$ cat src/hdl/skt_pkg.sv
// Shared constants, operation codes and control bundles of the sorted key table.
`default_nettype none

package skt_pkg;

   // Default table depth and fixed field widths.
   localparam int CAPACITY_DEFAULT = 128;
   localparam int KEY_W            = 32;
   localparam int PAY_W            = 64;
   localparam int POS_W            = 8;
   localparam int OP_W             = 2;
   localparam int INDEX_OUT_W      = 7;
   localparam int OCC_W            = 8;

   // Number of cells combined in the first level of the result tree.
   localparam int LEAF_SIZE        = 16;

   // Operation codes.
   localparam logic [OP_W-1:0] OP_INSERT = 2'd0;
   localparam logic [OP_W-1:0] OP_REMOVE = 2'd1;
   localparam logic [OP_W-1:0] OP_FIND   = 2'd2;
   localparam logic [OP_W-1:0] OP_READ   = 2'd3;

   // Controls broadcast from the sequencer to every cell.
   typedef struct packed {
      logic eval_en;
      logic do_insert;
      logic do_remove;
   } cell_ctl_type;

   // Stage enables of the result tree.
   typedef struct packed {
      logic level1_en;
      logic level2_en;
   } gather_ctl_type;

endpackage

`default_nettype wire

$ cat src/hdl/skt_cell.sv
// One slot of the sorted table: holds an entry, compares it and shifts with its neighbours.
`default_nettype none

module skt_cell #(
   parameter int CAPACITY = skt_pkg::CAPACITY_DEFAULT,
   parameter int INDEX    = 0,
   localparam int CNT_W   = $clog2(CAPACITY + 1)
) (
   input  wire logic                             clock,
   input  wire logic                             reset,
   input  wire skt_pkg::cell_ctl_type            ctl,
   input  wire logic [skt_pkg::OP_W-1:0]         opcode,
   input  wire logic signed [skt_pkg::KEY_W-1:0] entry_key,
   input  wire logic [skt_pkg::PAY_W-1:0]        entry_payload,
   input  wire logic [skt_pkg::POS_W-1:0]        read_position,
   input  wire logic [CNT_W-1:0]                 count,
   input  wire logic [skt_pkg::KEY_W-1:0]        prev_key,
   input  wire logic [skt_pkg::PAY_W-1:0]        prev_payload,
   input  wire logic                             prev_less,
   input  wire logic                             prev_match,
   input  wire logic                             prev_less_flag,
   input  wire logic [skt_pkg::KEY_W-1:0]        next_key,
   input  wire logic [skt_pkg::PAY_W-1:0]        next_payload,
   output logic [skt_pkg::KEY_W-1:0]             key_ff,
   output logic [skt_pkg::PAY_W-1:0]             payload_ff,
   output logic                                  less_now,
   output logic                                  match_now,
   output logic                                  less_flag_ff,
   output logic                                  hit_flag_ff
);
   import skt_pkg::*;

   localparam int PW = ((CNT_W > POS_W) ? CNT_W : POS_W) + 1;
   localparam logic [CNT_W-1:0] MY_SLOT     = CNT_W'(INDEX);
   localparam logic [PW-1:0]    MY_POSITION = PW'(INDEX + 1);

   logic             occupied;
   logic             hit_now;
   logic [KEY_W-1:0] key_in;
   logic [PAY_W-1:0] payload_in;

   // The slot holds a live entry when it lies below the fill count.
   assign occupied  = MY_SLOT < count;
   assign less_now  = occupied && ($signed(key_ff) < entry_key);
   assign match_now = occupied && ($signed(key_ff) == entry_key);

   // This slot is the one the request addresses. Equal keys sit together in a
   // sorted table, so the first match is the match whose left neighbour differs.
   always_comb begin
      case (opcode)
         OP_INSERT: hit_now = !less_now && ((INDEX == 0) || prev_less);
         OP_REMOVE,
         OP_FIND:   hit_now = match_now && !prev_match;
         OP_READ:   hit_now = PW'(read_position) == MY_POSITION;
         default:   hit_now = 1'b0;
      endcase
   end

   // Comparison flags held for the tree and for the shift.
   always_ff @(posedge clock) begin
      if (reset) begin
         less_flag_ff <= 1'b0;
         hit_flag_ff  <= 1'b0;
      end else if (ctl.eval_en) begin
         less_flag_ff <= less_now;
         hit_flag_ff  <= hit_now;
      end
   end

   // Insert opens a gap at the boundary and moves later entries up; remove
   // pulls later entries down over the first match.
   always_comb begin
      key_in     = key_ff;
      payload_in = payload_ff;
      if (ctl.do_insert && !less_flag_ff) begin
         if ((INDEX == 0) || prev_less_flag) begin
            key_in     = entry_key;
            payload_in = entry_payload;
         end else begin
            key_in     = prev_key;
            payload_in = prev_payload;
         end
      end else if (ctl.do_remove && !less_flag_ff && (INDEX != CAPACITY - 1)) begin
         key_in     = next_key;
         payload_in = next_payload;
      end
   end

   always_ff @(posedge clock) begin
      key_ff     <= key_in;
      payload_ff <= payload_in;
   end

endmodule

`default_nettype wire

$ cat config.mk
export PLATFORM = sky130hd
export DESIGN_NAME = skt_cell
export DESIGN_NICKNAME = d
export VERILOG_FILES = /design/src/hdl/skt_pkg.sv /design/src/hdl/skt_cell.sv
export SDC_FILE = /design/constraint.sdc
export NUM_CORES = 1
export LEC_CHECK = 0
export ABC_AREA = 0
export BUFFER_PORTS_ARGS = -buffer_cell sky130_fd_sc_hd__buf_2
export CORE_AREA = 2 2 161 163
export DETAILED_ROUTE_END_ITERATION = 8
export DIE_AREA = 0 0 163 165
export GPL_TIMING_DRIVEN = 1
export MAX_ROUTING_LAYER = met4
export PLACE_DENSITY_LB_ADDON = 0.3
export SLEW_MARGIN = 10
export SYNTH_ARGS = -nofsm -noshare
export SYNTH_HDL_FRONTEND = slang
export SYNTH_SLANG_ARGS = --single-unit
$ cat constraint.sdc
create_clock -name clock -period 6 [get_ports clock]
set_clock_uncertainty 0.1 [all_clocks]
set_input_delay 0.6 -clock clock [delete_from_list [all_inputs] [get_ports clock]]
set_output_delay 0.6 -clock clock [all_outputs]
set_load 0.02 [all_outputs]
# Yosys cells after proc, flatten, opt, wreduce, memory -nomap -nowiden
# Index checks and enable logic that the tools add are counted.
# word_totals
register_bits	98
inputBits	314
out_inout_bits	100
wordCells	27
# op_classes
n_lt_le_gt_ge	2
n_eq_ne	5
muxes	5
reduce_logical	11
# op_table
op	n
$mux 64	2
$mux 32	2
$eq 32x32->1	1
$lt 32x32->1	1
$eq 8x1->1 const B	1
$lt 1x8->1 const A	1
$logic_and 1x1->1	5
$eq 2x2->1 const B	2
$logic_not 1->1	3
$pmux 1 s3	1
$eq 2x1->1 const B	1
$logic_not 2->1	1
$reduce_bool 2->1	1
$reduce_or 2->1	1

# Longest topological paths before layout
# Gate-level depths: netlist of the first run.
# depth
depth_word	4
ltp_mapped	9
ltp_nobuf	9

# Worst setup path before layout of the first run
# OpenSTA, ideal clock, no wires.
# synth_path
kind	input to register
start	input port ctl[1] in the netlist's numbering
end	register key_ff[0] in the netlist's numbering, enable pin
setup_time_ps	554
arrival_time_ps	4678
required_time_ps	5346
setup_slack_ps	668
stages	2
path_buffers	0
cell_sequence	nor2_1 -> nor2_1
# synth_between
elab_chain_cells	2
# synth_lines
item	line_no	rtl
start, declared	skt_cell.sv:11	input wire skt_pkg::cell_ctl_type ctl,
$logic_and 1x1->1	skt_cell.sv:75	if (ctl.do_insert && !less_flag_ff) begin
$reduce_bool 2->1 (no source line)	--	
end signal, assigned	skt_cell.sv:90	key_ff <= key_in;
end, declared	skt_cell.sv:24	output logic [skt_pkg::KEY_W-1:0] key_ff,
# No other way between the ends.
# A chain may end at the register's enable or synchronous reset.

# Final worst setup path of the first run
# layout_path
start	register key_ff[15] in the netlist's numbering
end	output port less_now
# layout_between
elab_chain_cells	2
# layout_lines
item	line_no	rtl
$lt 32x32->1	skt_cell.sv:44	assign less_now = occupied && ($signed(key_ff) < entry_key);
$logic_and 1x1->1	skt_cell.sv:44	
end, declared	skt_cell.sv:26	output logic less_now,
# No other way between the ends.

==> results of run 1 <==
-- report_power, final --
| part | leakage, nW | internal [mW] | switching [mW] | total (mW) |
|---|---|---|---|---|
| Combinational | 2.22 | 0.260 | 0.379 | 0.639 |
| Sequential | 0.976 | 0.906 | 0.0387 | 0.945 |
| Clock | 0.129 | 0.283 | 0.267 | 0.550 |
-- flip-flops by register name, indices dropped and copies added (netlist names) --
signal,count
payload_ff,64
hit_flag_ff,1
key_ff,32
less_flag_ff,1
-- metal layers --
layer | vias up | GRT usage [%]
met3 | 15 | 3.14
met2 | 199 | 18.3
met5 | - | -
met4 | 0 | 3.74
met1 | 1774 | 11.9
li1 | 1935 | -
-- layout make-up --
class / count / share of cell area, %
clock buffer: 10 / 3.14
clock inverter: 6 / 0.584
inverter: 35 / 1.80
multi-input combinational: 199 / 26.7
sequential: 98 / 40.1
tap: 330 / 5.67
timing repair buffer: 319 / 22.0
-- tightest hold or removal path, stage by stage (launching register included) --
cell	delay, ns
sky130_fd_sc_hd__dfxtp_1	0.31
sky130_fd_sc_hd__nand2_1	0.07
sky130_fd_sc_hd__a41oi_1	0.11
-- logic make-up (layout without fill, tap and decap cells) --
logic type / count (synthesis) / count (layout)
muxes: 96 / 96
buffers and inverters: 46 / 370
AOI/OAI and AO/OA: 28 / 28
xor gates and xnor gates: 1 / 1
and+or+nand+nor: 40 / 40
adders and majority gates: 34 / 34
DFF: 98 / 98
-- layout by cell type, fill, tap and decap left out, drive strengths merged --
| cell type | netlist | layout |
|---|---|---|
| a21o | 1 | 1 |
| and2 | 1 | 1 |
| nand3b | 1 | 1 |
| or3b | 1 | 1 |
| nor3b | 1 | 1 |
| a21oi | 12 | 12 |
| nor4 | 4 | 4 |
| nor4b | 1 | 1 |
| a32o | 1 | 1 |
| xnor2 | 1 | 1 |
| nand3 | 1 | 1 |
| clkbuf | 6 | 10 |
| a221oi | 1 | 1 |
| clkinv | 0 | 3 |
| nor2b | 5 | 5 |
| and3 | 1 | 1 |
| a211oi | 2 | 2 |
| edfxtp | 96 | 96 |
| inv | 35 | 36 |
| o21ai | 5 | 5 |
| a31oi | 1 | 1 |
| a41oi | 1 | 1 |
| a21boi | 2 | 2 |
| nand2 | 8 | 8 |
| nand4 | 8 | 8 |
| dfxtp | 2 | 2 |
| clkinvlp | 0 | 2 |
| buf | 5 | 319 |
| nor2 | 6 | 6 |
| a2111oi | 1 | 1 |
| mux2 | 96 | 96 |
| o211ai | 1 | 1 |
| nand2b | 1 | 1 |
| ha | 34 | 34 |
| nor3 | 1 | 1 |
-- through the flow --
stage	util (%)	hold slack [ns]	instance area [µm²]	setup WS [ns]	power [mW]
detailed placement	28.0	0.445	7020	2.33	1.61
global route	29.1	0.435	7290	2.11	2.26
finish	29.1	0.447	7290	2.38	2.13
global placement	28.0	0.426	7020	2.37	1.61
CTS	29.1	0.427	7290	2.22	2.19
floorplan	-	0.502	5030	0.668	1.36
-- how the worst min path moves through the flow --
| stage | cells past startpoint | slack (ns) | from | endpoint |
|---|---|---|---|---|
| floorplan | 2 | 0.50 | hit_flag_ff$_SDFFE_PP0P_ | hit_flag_ff$_SDFFE_PP0P_ |
| global placement | 2 | 0.43 | hit_flag_ff$_SDFFE_PP0P_ | hit_flag_ff$_SDFFE_PP0P_ |
| detailed placement | 2 | 0.45 | hit_flag_ff$_SDFFE_PP0P_ | hit_flag_ff$_SDFFE_PP0P_ |
| CTS | 2 | 0.43 | next_key[16] | key_ff[16]$_DFFE_PP_ |
| global route | 2 | 0.43 | next_payload[52] | payload_ff[52]$_DFFE_PP_ |
| finish | 2 | 0.45 | hit_flag_ff$_SDFFE_PP0P_ | hit_flag_ff$_SDFFE_PP0P_ |
==> flow_summary.json, run 1 <==
{
  "r2r_cells": 8,
  "place.detailed.instances": 981,
  "cp-start-kind": "register",
  "synthDistinctLibCells": 37,
  "highest-signal-layer": "met4",
  "critical_path.max_fanout": 3,
  "report.final.slew_viol_count": 0,
  "cells_resized_by_post_cts_repair": 0,
  "post_synth_xor_area_fraction_pct": 0.174,
  "timing.max_slew.rel_slack_pct": 51.8,
  "run_status": "finished clean",
  "cts.reportedPaths.clkPinSlew_ns": 0.07,
  "ys_seq_elements": 98,
  "worstReg2RegEnd": "less_flag_ff$_SDFFE_PP0P_",
  "mux_contribution_to_synthesized_area_pct": 21.5,
  "timing.critical_path.arrival_ns": 2.92,
  "post_synth_fa_ha_maj_area_fraction_pct": 8.46,
  "min_period_ns": 3.62,
  "slack_of_the_worst_reg_to_reg_path_ns": 3.39,
  "timing.setup.critical_path_class": "register to output port",
  "die-width_um": 163,
  "crit_slowest_cell": "sky130_fd_sc_hd__nor4_1",
  "cp_num_cells": 9,
  "final_hold_viol_count": 0,
  "worst_setup_path_end_kind": "output port",
  "insertedDiodeCount": 0,
  "powerDensity_nw_per_um2": 293,
  "via_per_inst": 3.93,
  "wirelength_met1_um": 5840,
  "number_of_antenna_violations_at_the_first_check_in_global_routing": 0,
  "global_route.usage.total_pct": 10.7,
  "finalWeightedCongestion": 0.737,
  "chipHeight_um": 165,
  "cp_cell_sequence": "ha_1, nand4_1, nor4_1, a21boi_0, or3b_1, a211oi_2, xnor2_1, and2_2, buf_2",
  "drt_first_pass_iters": 4,
  "standard_cell_core_area_um2": 25000,
  "worst_r2r_startpoint": "key_ff[15]$_DFFE_PP_",
  "grt_pass1_vias": 4020,
  "n_fill_cell": 2612,
  "postCtsHoldBufs": 0,
  "detail_route.wl_per_cell_um": 14.4,
  "cts_made_buffers": 9,
  "synth.cell_area_um2": 5030,
  "routed_length_on_met3_um": 1160,
  "initial_utilization_pct": 20.1,
  "vdd_ir_drop_max_uv": 141,
  "cts.root.buffer_cell": "sky130_fd_sc_hd__clkbuf_16",
  "routed-via-count": 3923,
  "grt_pass1_wl_um": 20900,
  "syn_nets": 691,
  "synth_ff_type": "sky130_fd_sc_hd__edfxtp_1",
  "cts_post_setup_buffers_inserted": 0,
  "clock_insertion_delay_worst_skew_ns": 0.34,
  "crit_end": "less_now",
  "max_cap_viol_count": 0,
  "yosysWarningCount": 0,
  "final-instance-count-excl-fill": 997,
  "drc": 0,
  "regArea_um2": 2920,
  "timing_startpoint_of_the_critical_path": "key_ff[15]$_DFFE_PP_",
  "crit_path_max_incr_delay_ns": 0.53,
  "synth_top_cells_by_area": "sky130_fd_sc_hd__edfxtp_1 57%, sky130_fd_sc_hd__mux2_2 22%, sky130_fd_sc_hd__ha_1 8.5%",
  "largest_net_degree_at_the_start_of_global_routing": 55,
  "drive_gt1_share_pct": 65.5,
  "drt-total-wl_um": 14300,
  "leakage_nw": 3.32,
  "final_hpwl_dp_um": 11100,
  "async_reset_ff_share_pct": 0,
  "ys_top_cells_by_count": "96 x sky130_fd_sc_hd__edfxtp_1, 96 x sky130_fd_sc_hd__mux2_2, 35 x sky130_fd_sc_hd__inv_1",
  "synth_compound_gate_area_share_pct": 3.81,
  "grt_setup_unrepaired": "no",
  "critical_path.n_buffers_inverters": 1,
  "worst_endpoint_required_time_ns": 5.30,
  "synth_area_per_cell_um2": 14.7,
  "top_delay_family_on_crit_path": "simple AND/OR/NAND/NOR gates",
  "timing.final.crit_share_pct": 60.3,
  "dominant_combinational_cell_family_by_area_after_synthesis": "multiplexers",
  "yosys_top_cell_by_area": "sky130_fd_sc_hd__edfxtp_1",
  "tritoncts": "built",
  "count_of_flip_flops_with_a_built_in_enable_after_synthesis": 96,
  "design.die.area_um2": 26900,
  "final.setup.tns_ns": 0,
  "multi_input_comb_area_um2": 1940,
  "fmax_mhz": 277,
  "io_pins": 414,
  "port_buffers": 315,
  "htreeDepth": 3,
  "synth_cells": 343,
  "final_net_count": 1010,
  "netlist.area_leader.share_pct": 57.4,
  "setup-violations-final": 0,
  "worstHoldPathType": "register to register",
  "worst-slew-pin-transition_ns": 0.723,
  "area.growth.synth_to_final_pct": 45.0,
  "num_rows": 58,
  "routed-wl-met2_um": 7120,
  "detail_route.iter0.violations": 153,
  "yosys.area_share.simple_pct": 4.41,
  "clk_path_buf_depth": 2,
  "tritoncts_num_sinks": 98,
  "overflow": 0,
  "drt.antenna.violating_nets": 0,
  "sequential_to_total_area_share_from_yosys_stat_pct": 58.2
}
Note: power is estimated with default switching activity, not from simulation.
==> run 2, diff against run 1 <==
- CORE_AREA: 2 2 161 163 -> 2 2 162 164
- DIE_AREA: 0 0 163 165 -> 0 0 164 166
- clock period: 6 -> 3 ns (I/O delays scaled with it)
==> flow_summary.json, run 2 (synthesized netlist as in run 1, its figures left out) <==
{
  "place_ws_ns": 0.110,
  "share_comb_of_total_power_pct": 29.4,
  "final_hpwl_dp_um": 11300,
  "cp-start-kind": "register",
  "cts_made_buffers": 9,
  "number_of_antenna_violations_at_the_first_check_in_global_routing": 1,
  "tritoncts_num_sinks": 98,
  "max_cap_viol_count": 0,
  "crit_path_max_incr_delay_ns": 0.44,
  "placedInstanceArea_um2": 7050,
  "final_hold_viol_count": 0,
  "fmax_mhz": 335,
  "timing.setup.critical_path_class": "register to output port",
  "timing.critical_path.arrival_ns": 2.58,
  "seqPwrFrac_pct": 41.8,
  "global_route.usage.total_pct": 10.8,
  "grt_pass1_vias": 4068,
  "finalWorstSetupSlack_ns": 0.0192,
  "cts.reportedPaths.clkPinSlew_ns": 0.08,
  "drt.antenna.violating_nets": 0,
  "grt_setup_unrepaired": "yes",
  "htreeDepth": 3,
  "drt_first_pass_iters": 4,
  "largest_registers": "payload_ff (64), key_ff (32)",
  "final_net_count": 1018,
  "leakage_nw": 3.40,
  "finish.instance_area_um2": 7520,
  "powerDensity_nw_per_um2": 604,
  "cts.root.buffer_cell": "sky130_fd_sc_hd__clkbuf_16",
  "finalWeightedCongestion": 0.742,
  "cp_cell_sequence": "ha_4, a21oi_2, o21ai_1, a221oi_2, or3b_4, a211oi_2, xnor2_1, and2_4, buf_6",
  "p_switching_mw": 1.42,
  "min_period_ns": 2.98,
  "num_rows": 59,
  "tritoncts": "built",
  "drc": 0,
  "share_clk_of_total_power_pct": 28.8,
  "power_after_layout_mw": 4.54,
  "drive_gt1_share_pct": 67.4,
  "final_cell_mix": "314 x sky130_fd_sc_hd__buf_2, 96 x sky130_fd_sc_hd__mux2_2, 96 x sky130_fd_sc_hd__edfxtp_1, 35 x sky130_fd_sc_hd__inv_1, 27 x sky130_fd_sc_hd__ha_1",
  "registers.top_by_ff_count": "payload_ff",
  "overflow": 0,
  "worst-slew-pin-transition_ns": 0.744,
  "design.die.area_um2": 27200,
  "timing.max_slew.rel_slack_pct": 50.4,
  "largest_net_degree_at_the_start_of_global_routing": 52,
  "standard_cell_core_area_um2": 25600,
  "critical_path.n_buffers_inverters": 1,
  "drt-total-wl_um": 14600,
  "worstHoldPathType": "input port to register",
  "most_common_library_cell_in_the_layout_ignoring_fill_and_taps": "sky130_fd_sc_hd__buf_2",
  "io_pins": 414,
  "crit_slowest_cell": "sky130_fd_sc_hd__edfxtp_1",
  "die-width_um": 164,
  "timing.final.crit_share_pct": 99.4,
  "run_status": "finished clean",
  "initial_utilization_pct": 19.6,
  "report.final.slew_viol_count": 0,
  "chipHeight_um": 166,
  "setup-violations-final": 0,
  "clk_path_buf_depth": 2,
  "vdd_ir_drop_max_uv": 298,
  "grt_pass1_wl_um": 21700,
  "port_buffers": 315,
  "routed-via-count": 3972,
  "final.setup.tns_ns": 0,
  "worst_endpoint_required_time_ns": 2.60,
  "internal_power_mw": 3.13,
  "critical_path.max_fanout": 2,
  "detail_route.wl_per_cell_um": 14.5,
  "detail_route.iter0.violations": 133,
  "largest_register_ffs": 64,
  "n_fill_cell": 2677,
  "clock_insertion_delay_worst_skew_ns": 0.35,
  "worst_setup_path_end_kind": "output port",
  "top_delay_family_on_crit_path": "compound AO/OA/AOI/OAI gates",
  "switching_share_pct": 31.2,
  "via_per_inst": 3.93,
  "postCtsHoldBufs": 0,
  "area.growth.synth_to_final_pct": 49.6
}
run 2: worst paths after layout:
kind,from,end,slack [ns],depth (start not counted)
setup / recovery,key_ff[5]$_DFFE_PP_,less_now,0.02,9
hold / removal,next_payload[60],payload_ff[60]$_DFFE_PP_,0.15,2
hold reg to reg,hit_flag_ff$_SDFFE_PP0P_,hit_flag_ff$_SDFFE_PP0P_,0.44,2
setup reg to reg,key_ff[5]$_DFFE_PP_,less_flag_ff$_SDFFE_PP0P_,0.51,9
run 2: power by group through the flow:
stage | registers [mW] | logic (mW) | clock network, mW
floorplan | 2.22 | 0.488 | 0
finish | 1.90 | 1.34 | 1.31
global route | 1.93 | 1.45 | 1.44
detailed placement | 1.93 | 1.31 | 0
CTS | 1.90 | 1.36 | 1.39
global placement | 1.92 | 1.30 | 0
run 2: cell type report:
class / instances / area, µm² / share of cell area, %
clock buffers: 10 / 229 / 3.05
multi-input cells: 199 / 2050 / 27.2
flip-flops and latches: 98 / 2920 / 38.9
inverters: 35 / 131 / 1.75
repair buffers: 327 / 1670 / 22.2
well taps: 335 / 419 / 5.57
diodes: 1 / 2.50 / 0.0333
clock inverters: 6 / 95.1 / 1.26
run 2: stage by stage:
step                      hold WS, ns  instances  util [%]
after floorplan                 0.420        343         -
after global routing            0.120       1011      29.4
after detailed placement        0.429        989      27.5
final                           0.145       1011      29.4
after CTS                       0.120       1009      29.3
after global placement          0.421        989      27.5
run 2: per-layer routing:
metal	vias up	share of wire, %	track usage (%)
met5	-	0	-
met4	0	1.1	2.86
met3	10	8.7	3.35
met2	192	49	18.2
met1	1820	41	12.3
li1	1950	-	-
run 2: repair_timing:
item	in CTS	in global routing
setup buffers	4	1
endpoints found under the setup margin	1	1
gates resized for setup	14	1
pin swaps	6	2
==> run 3, diff against run 2 <==
- ABC_AREA: 0 -> 1
- CORE_AREA: 2 2 162 164 -> 5 5 158 160
- DIE_AREA: 0 0 164 166 -> 0 0 163 165
- clock period: 3 -> 2.7 ns (I/O delays scaled with it)
==> flow_summary.json, run 3 <==
{
  "ys_seq_elements": 98,
  "p_switching_mw": 1.47,
  "cp_cell_sequence": "ha_1, nand2_1, inv_2, nand3_1, nor2_2, nand3_2, o21bai_4, nand2_1, nand2_1, nand3_2, inv_2, buf_4",
  "worst_endpoint_required_time_ns": 2.33,
  "num_rows": 56,
  "critical_path.max_fanout": 2,
  "final_hpwl_dp_um": 12700,
  "fmax_mhz": 403,
  "number_of_antenna_violations_at_the_first_check_in_global_routing": 0,
  "drt-total-wl_um": 15400,
  "final_hold_viol_count": 0,
  "synth_top_cells_by_area": "sky130_fd_sc_hd__edfxtp_1 56%, sky130_fd_sc_hd__mux2_2 14%, sky130_fd_sc_hd__ha_1 8.3%",
  "synth_area_per_cell_um2": 12.0,
  "cp-start-kind": "register",
  "cts.root.buffer_cell": "sky130_fd_sc_hd__clkbuf_16",
  "largest_net_degree_at_the_start_of_global_routing": 53,
  "grt_pass1_vias": 4309,
  "netlist.area_leader.share_pct": 56.2,
  "largest_register_ffs": 64,
  "overflow": 0,
  "place_ws_ns": 0.290,
  "grt_pass1_wl_um": 22800,
  "tritoncts": "built",
  "finalWorstSetupSlack_ns": 0.216,
  "power_after_layout_mw": 4.58,
  "most_common_library_cell_in_the_layout_ignoring_fill_and_taps": "sky130_fd_sc_hd__buf_2",
  "detail_route.wl_per_cell_um": 14.4,
  "post-route-util_pct": 32.2,
  "cts.reportedPaths.clkPinSlew_ns": 0.07,
  "internal_power_mw": 3.11,
  "worstHoldPathType": "input port to register",
  "chipHeight_um": 165,
  "leakage_nw": 3.61,
  "worst_path_most_repeated_cell": "sky130_fd_sc_hd__nand2_1",
  "async_reset_ff_share_pct": 0,
  "timing.setup.critical_path_class": "register to output port",
  "top_delay_family_on_crit_path": "simple AND/OR/NAND/NOR gates",
  "clk_path_buf_depth": 2,
  "powerDensity_nw_per_um2": 611,
  "global_route.usage.total_pct": 11.4,
  "slack_of_the_worst_reg_to_reg_path_ns": 0.80,
  "final_cell_mix": "314 x sky130_fd_sc_hd__buf_2, 96 x sky130_fd_sc_hd__edfxtp_1, 75 x sky130_fd_sc_hd__nand2_1, 65 x sky130_fd_sc_hd__mux2_2, 54 x sky130_fd_sc_hd__inv_1",
  "vdd_ir_drop_max_uv": 227,
  "standard_cell_core_area_um2": 23300,
  "tritoncts_num_sinks": 98,
  "insertedDiodeCount": 0,
  "synth.cell_area_um2": 5130,
  "syn_nets": 775,
  "port_buffers": 315,
  "crit_path_max_incr_delay_ns": 0.40,
  "via_per_inst": 3.90,
  "drive_gt1_share_pct": 57.0,
  "run_status": "finished clean",
  "clock_insertion_delay_worst_skew_ns": 0.34,
  "switching_share_pct": 32.1,
  "registers.top_by_ff_count": "payload_ff",
  "finish.instance_area_um2": 7490,
  "timing.critical_path.arrival_ns": 2.11,
  "die-width_um": 163,
  "placedInstanceArea_um2": 7130,
  "ys_top_cells_by_count": "96 x sky130_fd_sc_hd__edfxtp_1, 79 x sky130_fd_sc_hd__nand2_1, 65 x sky130_fd_sc_hd__mux2_2",
  "final_net_count": 1097,
  "area.growth.synth_to_final_pct": 46.0,
  "synthDistinctLibCells": 30,
  "min_period_ns": 2.48,
  "drt_first_pass_iters": 4,
  "yosys_top_cell_by_area": "sky130_fd_sc_hd__edfxtp_1",
  "yosys.cell_count.top_type": "sky130_fd_sc_hd__edfxtp_1",
  "seqPwrFrac_pct": 44.2,
  "drt.antenna.violating_nets": 0,
  "htreeDepth": 3,
  "io_pins": 414,
  "drc": 0,
  "design.die.area_um2": 26900,
  "cts_made_buffers": 9,
  "routed-via-count": 4187,
  "largest_registers": "payload_ff (64), key_ff (32)",
  "n_fill_cell": 2468,
  "setup-violations-final": 0,
  "report.final.slew_viol_count": 0,
  "timing.final.crit_share_pct": 92.0,
  "worst-slew-pin-transition_ns": 0.636,
  "synth_ff_type": "sky130_fd_sc_hd__edfxtp_1",
  "worst_setup_path_end_kind": "output port",
  "yosysWarningCount": 0,
  "finalWeightedCongestion": 0.726,
  "share_comb_of_total_power_pct": 28.3,
  "timing.max_slew.rel_slack_pct": 57.6,
  "synth_cells": 427,
  "share_clk_of_total_power_pct": 27.5,
  "initial_utilization_pct": 22.1,
  "max_cap_viol_count": 0,
  "detail_route.iter0.violations": 166,
  "count_of_flip_flops_with_a_built_in_enable_after_synthesis": 96,
  "crit_slowest_cell": "sky130_fd_sc_hd__edfxtp_1",
  "critical_path.n_buffers_inverters": 3,
  "sequential_to_total_area_share_from_yosys_stat_pct": 57.0
}
==> run 3: power by group through the flow <==
stage	sequential [mW]	combinational, mW	clock (mW)
after global placement	2.05	1.29	0
after detailed placement	2.06	1.29	0
after floorplan	2.34	0.485	0
after global routing	2.05	1.43	1.39
final	2.02	1.29	1.26
after CTS	2.03	1.30	1.33
==> run 3: final timing paths <==
| kind | cells past startpoint | endpoint | from |
|---|---|---|---|
| max | 12 | less_now | key_ff[27]$_DFFE_PP_ |
| min | 3 | less_flag_ff$_SDFFE_PP0P_ | ctl[2] |
| max reg2reg | 13 | less_flag_ff$_SDFFE_PP0P_ | key_ff[27]$_DFFE_PP_ |
| min reg2reg | 2 | hit_flag_ff$_SDFFE_PP0P_ | hit_flag_ff$_SDFFE_PP0P_ |
==> run 3: layout make-up <==
class / instances / area, µm² / area share [%]
Timing Repair Buffer: 325 / 1680 / 22.4
Clock inverter: 7 / 58.8 / 0.785
Inverter: 57 / 214 / 2.86
Tap cell: 319 / 399 / 5.33
Sequential cell: 98 / 2920 / 39.0
Multi-Input combinational cell: 258 / 1990 / 26.6
Clock buffer: 9 / 225 / 3.01
==> run 3: worst min-delay path, stage by stage <==
cell and delay (ns):
sky130_fd_sc_hd__buf_2 0.11, sky130_fd_sc_hd__nand2_2 0.06, sky130_fd_sc_hd__a21oi_2 0.04
==> run 3: through the flow <==
| step | hold slack, ns | std cells | TNS, ns |
|---|---|---|---|
| 3_5_place_dp | 0.368 | 1053 | 0 |
| 2_1_floorplan | 0.232 | 427 | 0 |
| 5_1_grt | 0.0711 | 1073 | -0.000319 |
| 6_report | 0.0703 | 1073 | 0 |
| 4_1_cts | 0.0484 | 1071 | 0 |
| 3_3_place_gp | 0.360 | 1053 | 0 |
==> run 3: timing repair <==
item / CTS / global route
hold endpoints to repair: 2 / 0
pin swaps: 1 / 1
gates resized for setup: 1 / 10
endpoints found under the setup margin: 1 / 1
hold buffers: 1 / 0
buffers inserted: 1 / 2
==> run 3: cell families after synthesis <==
group / synth area share (%)
compound gates: 5.44
fa+ha+maj: 8.29
buf+inv: 5.44
flops: 57.0
mux: 14.3
simple gates: 9.61
==> run 3: metal layers <==
layer | wire [µm] | vias up | GRT usage (%)
li1 | - | 2137 | -
met1 | 6260 | 1867 | 13.0
met2 | 7830 | 171 | 19.5
met3 | 1160 | 12 | 3.34
met4 | 197 | 0 | 3.35
met5 | 0 | - | -
